## src/sv/upc_a_check_digit_validator_assert.svh

```systemverilog
// assertion macros for the check digit validator
// clocked on clk_i; UPCCHK_ASSERT is quiet while rst_ni is low
`ifndef UPC_A_CHECK_DIGIT_VALIDATOR_ASSERT_SVH
`define UPC_A_CHECK_DIGIT_VALIDATOR_ASSERT_SVH

`ifndef SYNTHESIS

`define UPCCHK_ASSERT(label, prop, msg) \
  label: assert property (@(posedge clk_i) disable iff (!rst_ni) prop) else $error(msg);

`define UPCCHK_ASSERT_ALWAYS(label, prop, msg) \
  label: assert property (@(posedge clk_i) prop) else $error(msg);

`else

`define UPCCHK_ASSERT(label, prop, msg)

`define UPCCHK_ASSERT_ALWAYS(label, prop, msg)

`endif

`endif

```

## src/sv/upcchk_pkg.sv

```systemverilog
`default_nettype none

package upcchk_pkg;

  // character codes
  localparam logic [7:0] DashCode  = 8'd45;
  localparam logic [7:0] ZeroCode  = 8'd48;
  localparam logic [7:0] DigitEnd  = 8'd58;

  // token rules
  localparam logic [3:0] UpcDigits     = 4'd12;
  localparam logic [3:0] CheckPos      = 4'd11;
  localparam logic [3:0] DigitSat      = 4'd13;
  localparam logic [2:0] DashSat       = 3'd4;
  localparam logic [2:0] DashesGrouped = 3'd3;
  localparam logic [3:0] Modulus       = 4'd10;

  // result status codes, in priority order
  typedef enum logic [2:0] {
    StOk        = 3'd0,
    StManyDash  = 3'd1,
    StDashCount = 3'd2,
    StBadChar   = 3'd3,
    StLength    = 3'd4,
    StCheck     = 3'd5
  } upcchk_status_e;

  // per-token accumulator
  typedef struct packed {
    logic [2:0] dash_cnt;
    logic [3:0] digit_cnt;
    logic [3:0] sum_mod10;
    logic       bad_char;
    logic [3:0] check_digit;
  } upcchk_state_t;

  // reduce a value below 40 to its remainder mod 10
  function automatic logic [3:0] mod10(input logic [5:0] v);
    logic [5:0] r;
    begin
      if (v >= 6'd30) begin
        r = v - 6'd30;
      end else if (v >= 6'd20) begin
        r = v - 6'd20;
      end else if (v >= 6'd10) begin
        r = v - 6'd10;
      end else begin
        r = v;
      end
      return r[3:0];
    end
  endfunction

endpackage

`default_nettype wire

```

## src/sv/upcchk_if.sv

```systemverilog
`default_nettype none

// character stream channel
interface upcchk_in_if;
  logic       valid;
  logic       ready;
  logic [7:0] char_code;
  logic       is_last;

  modport source (output valid, output char_code, output is_last, input ready);
  modport sink   (input valid, input char_code, input is_last, output ready);
endinterface

// result channel
interface upcchk_out_if;
  logic       valid;
  logic       ready;
  logic       valid_res;
  logic [2:0] status;

  modport source (output valid, output valid_res, output status, input ready);
  modport sink   (input valid, input valid_res, input status, output ready);
endinterface

`default_nettype wire

```

## src/sv/upc_a_check_digit_validator.sv

```systemverilog
// UPC-A check digit validator. Characters of a barcode token arrive one per
// transaction on in_i, the final one flagged by is_last; one character is taken
// every cycle unless a stalled result holds a last character. Each character is
// registered, then folded into the dash count, digit count, mod-10 weighted sum
// and check digit as it leaves the input register. On the last character a
// result (valid_res, status) is loaded into the output register and shows on
// out_o; the accumulator clears for the next token at the same time. A stalled
// result holds the next last character in the input register and the input
// stalls behind it; ordinary characters ahead of it keep flowing.
// Status: 0 valid, 1 more than three dashes, 2 dash count not 0 or 3,
// 3 bad character, 4 digit count not 12, 5 wrong check digit.
`default_nettype none

`include "upc_a_check_digit_validator_assert.svh"

module upc_a_check_digit_validator
  import upcchk_pkg::*;
(
  input  wire         clk_i,
  input  wire         rst_ni,
  upcchk_in_if.sink   in_i,
  upcchk_out_if.source out_o
);

  logic           s1_valid_q;
  logic [7:0]     s1_char_q;
  logic           s1_last_q;
  logic           s1_adv;
  logic           out_free;
  logic           out_valid_q;
  logic           out_valid_res_q;
  upcchk_status_e out_status_q;
  upcchk_status_e status_d;
  upcchk_state_t  state_q;
  upcchk_state_t  state_d;
  upcchk_state_t  state_upd;
  logic [3:0]     digit_val;
  logic [5:0]     weighted;

  // handshake
  assign out_free  = !out_valid_q || out_o.ready;
  assign s1_adv    = s1_valid_q && (!s1_last_q || out_free);
  assign in_i.ready = !s1_valid_q || s1_adv;

  // input register
  always_ff @(posedge clk_i or negedge rst_ni) begin
    if (!rst_ni) begin
      s1_valid_q <= 1'b0;
    end else if (in_i.ready) begin
      s1_valid_q <= in_i.valid;
    end
  end

  always_ff @(posedge clk_i) begin
    if (in_i.valid && in_i.ready) begin
      s1_char_q <= in_i.char_code;
      s1_last_q <= in_i.is_last;
    end
  end

  // fold one character into the accumulator
  always_comb begin
    state_upd = state_q;
    digit_val = s1_char_q[3:0];
    if (state_q.digit_cnt[0]) begin
      weighted = {2'b00, digit_val};
    end else begin
      weighted = {1'b0, digit_val, 1'b0} + {2'b00, digit_val};
    end
    if (s1_char_q == DashCode) begin
      if (state_q.dash_cnt < DashSat) begin
        state_upd.dash_cnt = state_q.dash_cnt + 3'd1;
      end
    end else if (s1_char_q >= ZeroCode && s1_char_q < DigitEnd) begin
      if (state_q.digit_cnt < CheckPos) begin
        state_upd.sum_mod10 = mod10({2'b00, state_q.sum_mod10} + weighted);
      end else if (state_q.digit_cnt == CheckPos) begin
        state_upd.check_digit = digit_val;
      end
      if (state_q.digit_cnt < DigitSat) begin
        state_upd.digit_cnt = state_q.digit_cnt + 4'd1;
      end
    end else begin
      state_upd.bad_char = 1'b1;
    end
  end

  // clear after the last character of a token
  always_comb begin
    state_d = state_q;
    if (s1_adv) begin
      state_d = s1_last_q ? '0 : state_upd;
    end
  end

  always_ff @(posedge clk_i or negedge rst_ni) begin
    if (!rst_ni) begin
      state_q <= '0;
    end else begin
      state_q <= state_d;
    end
  end

  // status of the token including the current character
  upcchk_status u_status (
    .state_i  (state_upd),
    .status_o (status_d)
  );

  // result register
  always_ff @(posedge clk_i or negedge rst_ni) begin
    if (!rst_ni) begin
      out_valid_q <= 1'b0;
    end else if (s1_adv && s1_last_q) begin
      out_valid_q <= 1'b1;
    end else if (out_o.ready) begin
      out_valid_q <= 1'b0;
    end
  end

  always_ff @(posedge clk_i) begin
    if (s1_adv && s1_last_q) begin
      out_status_q    <= status_d;
      out_valid_res_q <= (status_d == StOk);
    end
  end

  assign out_o.valid     = out_valid_q;
  assign out_o.valid_res = out_valid_res_q;
  assign out_o.status    = out_status_q;

  // checks
  `UPCCHK_ASSERT(a_result_from_last, $rose(out_valid_q) |-> $past(s1_valid_q && s1_last_q), "result without a last character")
  `UPCCHK_ASSERT(a_clear_after_last, (s1_adv && s1_last_q) |=> (state_q == '0), "accumulator not cleared after token")
  `UPCCHK_ASSERT(a_res_matches_status, out_valid_q |-> (out_valid_res_q == (out_status_q == StOk)), "valid_res disagrees with status")
  `UPCCHK_ASSERT_ALWAYS(a_counts_saturate, (state_q.dash_cnt <= DashSat) && (state_q.digit_cnt <= DigitSat), "counter beyond saturation")

endmodule

`default_nettype wire

```

## src/sv/upcchk_status.sv

```systemverilog
`default_nettype none

module upcchk_status
  import upcchk_pkg::*;
(
  input  upcchk_state_t  state_i,
  output upcchk_status_e status_o
);

  logic [3:0] expect_digit;

  // expected check digit from the weighted remainder
  always_comb begin
    if (state_i.sum_mod10 == 4'd0) begin
      expect_digit = 4'd0;
    end else begin
      expect_digit = Modulus - state_i.sum_mod10;
    end
  end

  // first failing check wins
  always_comb begin
    if (state_i.dash_cnt > DashesGrouped) begin
      status_o = StManyDash;
    end else if (state_i.dash_cnt != 3'd0 && state_i.dash_cnt != DashesGrouped) begin
      status_o = StDashCount;
    end else if (state_i.bad_char) begin
      status_o = StBadChar;
    end else if (state_i.digit_cnt != UpcDigits) begin
      status_o = StLength;
    end else if (expect_digit != state_i.check_digit) begin
      status_o = StCheck;
    end else begin
      status_o = StOk;
    end
  end

endmodule

`default_nettype wire
```

## src/flat_wrapper.sv

```systemverilog
// flat-port wrapper written by rule: the top's interface ports become plain ports
module upc_a_check_digit_validator_flat import upcchk_pkg::*;
  (clk_i, rst_ni, in_i_valid, in_i_char_code, in_i_is_last, in_i_ready, out_o_valid, out_o_valid_res, out_o_status, out_o_ready);
  upcchk_in_if in_i_i ();
  upcchk_out_if out_o_i ();
  input  wire clk_i;
  input  wire rst_ni;
  input wire logic [$bits(in_i_i.valid)-1:0] in_i_valid;
  input wire logic [$bits(in_i_i.char_code)-1:0] in_i_char_code;
  input wire logic [$bits(in_i_i.is_last)-1:0] in_i_is_last;
  output wire logic [$bits(in_i_i.ready)-1:0] in_i_ready;
  output wire logic [$bits(out_o_i.valid)-1:0] out_o_valid;
  output wire logic [$bits(out_o_i.valid_res)-1:0] out_o_valid_res;
  output wire logic [$bits(out_o_i.status)-1:0] out_o_status;
  input wire logic [$bits(out_o_i.ready)-1:0] out_o_ready;
  assign in_i_i.valid = in_i_valid;
  assign in_i_i.char_code = in_i_char_code;
  assign in_i_i.is_last = in_i_is_last;
  assign in_i_ready = in_i_i.ready;
  assign out_o_valid = out_o_i.valid;
  assign out_o_valid_res = out_o_i.valid_res;
  assign out_o_status = out_o_i.status;
  assign out_o_i.ready = out_o_ready;
  upc_a_check_digit_validator u_core (.clk_i(clk_i), .rst_ni(rst_ni), .in_i(in_i_i), .out_o(out_o_i));
endmodule
```

## config.mk

```make
export PLATFORM = sky130hd
export DESIGN_NAME = upc_a_check_digit_validator_flat
export DESIGN_NICKNAME = d
export VERILOG_FILES = /design/src/sv/upcchk_pkg.sv /design/src/sv/upcchk_if.sv /design/src/sv/upc_a_check_digit_validator.sv /design/src/sv/upcchk_status.sv /design/src/flat_wrapper.sv
export VERILOG_INCLUDE_DIRS = /design/src /design/src/sv
export SDC_FILE = /design/constraint.sdc
export NUM_CORES = 1
export LEC_CHECK = 0
export ABC_CLOCK_PERIOD_IN_PS = 6500
export BUFFER_PORTS_ARGS = -buffer_cell sky130_fd_sc_hd__buf_2
export CAP_MARGIN = 20
export CORE_AREA = 2 2 73 75
export CTS_CLUSTER_SIZE = 12
export DETAILED_ROUTE_END_ITERATION = 8
export DIE_AREA = 0 0 75 77
export GPL_TIMING_DRIVEN = 0
export PLACE_DENSITY = 0.68
export SLEW_MARGIN = 15
export SYNTH_ARGS = -nofsm -noshare
export SYNTH_HDL_FRONTEND = slang
export SYNTH_SLANG_ARGS = --single-unit
```

## constraint.sdc

```tcl
create_clock -name clk_i -period 6.5 [get_ports clk_i]
set_clock_uncertainty 0.2 [all_clocks]
set_input_delay 0.975 -clock clk_i [delete_from_list [all_inputs] [get_ports clk_i]]
set_output_delay 0.975 -clock clk_i [all_outputs]
set_load 0.005 [all_outputs]
```

==> impl_metrics.yaml <==
outcome:
  outcome: "finished, final reports clean"
cells_and_area:
  drive_gt1_frac: 0.1443
  fin_util: 0.5515
  antenna_cells: 0
  final_area_um2: 2745
  stdcell_count: 368
  fin_nets: 332
  syn2layout_area_growth_pct: 12.05
clocking:
  cts_buffers: 5
  cts_tree: "done"
  holdBufCountCts: 0
  clock_latency_ps: 290
  cts_root_buf: "clkbuf_8"
  post_cts_buffers: 0
  post_cts_resized: 0
  cts.path.max_buffers: 2
  htree_num_levels: 2
  cts_sinks: 31
  path_clk_slew_ps: 70
routing:
  drc: 0
  avgRoutedWirePerCell_um: 14.49
  first_pass_iters: 4
  route.antenna.remaining_nets: 0
  totalWireLength_mm: 5.331
  drtIter0Drc: 104
  routed-via-count: 2095
  vias_per_cell: 5.693
worst_hold_path:
  hp-class: "reg -> reg"
placed_design:
  placed_area_um2: 2628
  place_ws_ps: 808.5
  globalplace.congestion: 0.8694
  placed_cells: 360
  port_buffers: 18
  dpl.hpwl_mm: 4.098
worst_setup_path:
  critPathLaunch: "u_core.s1_char_q[0]"
  cp-end-kind: "flip-flop"
  cp_slowest_stage_delay_ps: 460
  reg2reg_slack_ps: 800
  cp.arrival_ps: 5520
  startpoint_type: "flip-flop"
  r2r_cells: 19
  timing.critical_path.mode_cell: "ha_1"
  crit_fanout: 6
  r2r_start: "u_core.s1_char_q[0]"
  cp-endpoint: "u_core.out_o.status[0]"
  cp_slowest_cell: "edfxtp_1"
  reg2reg_to: "u_core.out_o.status[0]"
  worstSetupPathType: "reg -> reg"
  worstPathRequired_ps: 6320
  crit_chain: "ha_1 -> inv_1 -> fa_1 -> xnor2_1 -> o21ai_0 -> ha_1 -> or3_1 -> and2_2 -> clkbuf_1 -> ha_1 -> a32o_2 -> nor4b_4 -> nand3_1 -> a32o_2 -> xor2_1 -> o41a_1 -> o31a_1 -> nor4b_2 -> o221ai_1"
floorplan:
  fp.dieW_um: 75
  core-area_um2: 4977
  initial_core_util: 0.4922
  pin_count: 19
  die_y_um: 77
  row_count: 26
  dieArea_um2: 5775
pwr:
  switching_share: 0.3363
  leakage_nw: 1.175
  clkPwrFrac: 0.294
  p_int_w: 0.0004459
  power.net_switching_w: 0.0002260
  seq_power_share: 0.333
  power_density_nw_per_um2: 244.8
  max-vdd-ir-drop_uv: 145.0
  combPwrFrac: 0.373
synthesis:
  synth_warnings: 0
  synth_fp_nets: 307
  syn_area_um2: 2450
  synth_cell_types: 59
  synth.top_cell.area_share: 0.1839
  ys_ff_latch: 31
  ys_async_sr_fraction: 0.5806
  synth_top_area_cell: "dfrtp_1"
  synth_edf_count: 13
  synth_cells: 272
  avgSynthCellArea_um2: 9.007
  synth_area_leaders: "dfrtp_1 18%, edfxtp_1 16%, ha_1 10%, o21ai_0 5.1%, inv_1 3.8%"
  synth-main-ff-cell: "dfrtp_1"
  synth_seq_area_share: 0.3432
sta:
  maxSlewViolCount: 0
  finalWorstSetupSlack_ps: 802.7
  fin_crit_ps: 5697
  worst_pin_slew_ps: 577.3
  final-setup-viol-count: 0
  setup-tns-final_ps: 0
  hold_viol: 0
  slew_headroom: 0.6090
  fin_crit_sh: 0.8765
  fmax_ghz: 0.1755
  rsz0062_at_grt: "false"
global_route:
  grt.overflow.total: 0
  grt_max_degree: 19
  grt_pass1_vias: 1963
  track_usage: 0.1992
  grt_pass1_wl_mm: 8.873
  antenna_found_initial: 0
job:
  maxCapViolCount: 0
critical path, delay by kind of cell (launching register included):
kind	cells	cell delay, ps
xor+xnor	2	340
flops	1	460
fa+ha+maj	4	1210
compound gates	6	1590
simple gates	5	1400
buf+inv	2	230
cell families after synthesis:
family          share of synthesized area
flops                              0.3432
mux                               0.02094
fa+ha+maj                          0.1185
xor+xnor                          0.02145
compound gates                     0.2360
simple gates                       0.2053
buf+inv                           0.05465
cell type report:
cell class / count / area (um2)
clock buffer: 6 / 82.58
buffer: 10 / 40.04
inverter: 25 / 93.84
tap: 70 / 87.58
sequential: 31 / 840.8
fill: 450 / 2232
clock inverter: 2 / 35.03
timing repair buffer: 18 / 90.09
multi-input combinational: 206 / 1475
power groups by stage:
stage	Sequential (W)	Combinational [W]	Clock (W)
final	0.000224	0.000250	0.000198
after global routing	0.000225	0.000284	0.000206
after CTS	0.000224	0.000251	0.000199
after detailed placement	0.000228	0.000249	0
after global placement	0.000227	0.000244	0
after floorplan	0.000225	0.000197	0
routing by layer:
layer,vias up,wire [um],track usage
met4,0,67,0.07321
met1,987,2485,0.2773
met3,7,243,0.02365
li1,1053,-,-
met5,-,0,0
met2,48,2535,0.3140
flip-flops by register name, summed over array words and instances, names as in the netlist:
signal,count
u_core.out_o.status,3
u_core.out_o.valid,1
u_core.out_o.valid_res,1
u_core.s1_char_q,8
u_core.s1_last_q,1
u_core.s1_valid_q,1
u_core.state_q,16
through the flow:
step	power (W)	hold slack [ps]
6_report	0.0006720	295.0
4_1_cts	0.0006744	297.5
2_1_floorplan	0.0004220	250.2
3_3_place_gp	0.0004713	268.1
3_5_place_dp	0.0004764	276.3
5_1_grt	0.0007152	343.1
cell usage in the layout (no fill, tap or decap), drive strengths merged, types with 3 or more instances in the layout:
cell,synthesis,final
inv,25,25
nand2,25,25
xor2,3,3
a22oi,4,4
dfrtp,18,18
nand2b,3,3
nor2b,5,5
nor3,6,6
nand3,5,5
nor2,19,19
mux2i,4,4
o22ai,5,5
a21oi,13,13
a211oi,3,3
and2,5,5
a21o,3,3
nand3b,3,3
or3,3,3
clkbuf,8,14
a31oi,6,6
edfxtp,13,13
o21ai,25,25
nor4,3,3
buf,2,20
ha,20,20
xnor2,3,3
a32o,3,3
synthesized netlist by cell type (3+ instances only):
library cell  instances
o21ai_0              25
edfxtp_1             13
xnor2_1               3
or3_1                 3
xor2_1                3
nor3_1                6
a31oi_1               6
a21oi_1              13
nor2_1               19
o22ai_1               5
nand3_1               5
nand2_1              25
mux2i_1               4
clkbuf_1              8
dfrtp_1              18
a211oi_1              3
inv_1                25
nor2b_1               4
and2_1                3
a22oi_1               4
nand2b_1              3
ha_1                 20
nand3b_1              3
worst min-delay path by stage:
| stage | slack, ps | from | end | cells past startpoint |
|---|---|---|---|---|
| after detailed placement | 280 | u_core.state_q[1] | u_core.state_q[1] | 2 |
| after global routing | 340 | u_core.state_q[1] | u_core.state_q[1] | 2 |
| after CTS | 300 | u_core.state_q[1] | u_core.state_q[1] | 2 |
| after floorplan | 250 | u_core.state_q[1] | u_core.state_q[1] | 2 |
| after global placement | 270 | u_core.state_q[1] | u_core.state_q[1] | 2 |
| final | 290 | u_core.state_q[1] | u_core.state_q[1] | 2 |
Note: power is estimated with default switching activity, not from simulation.
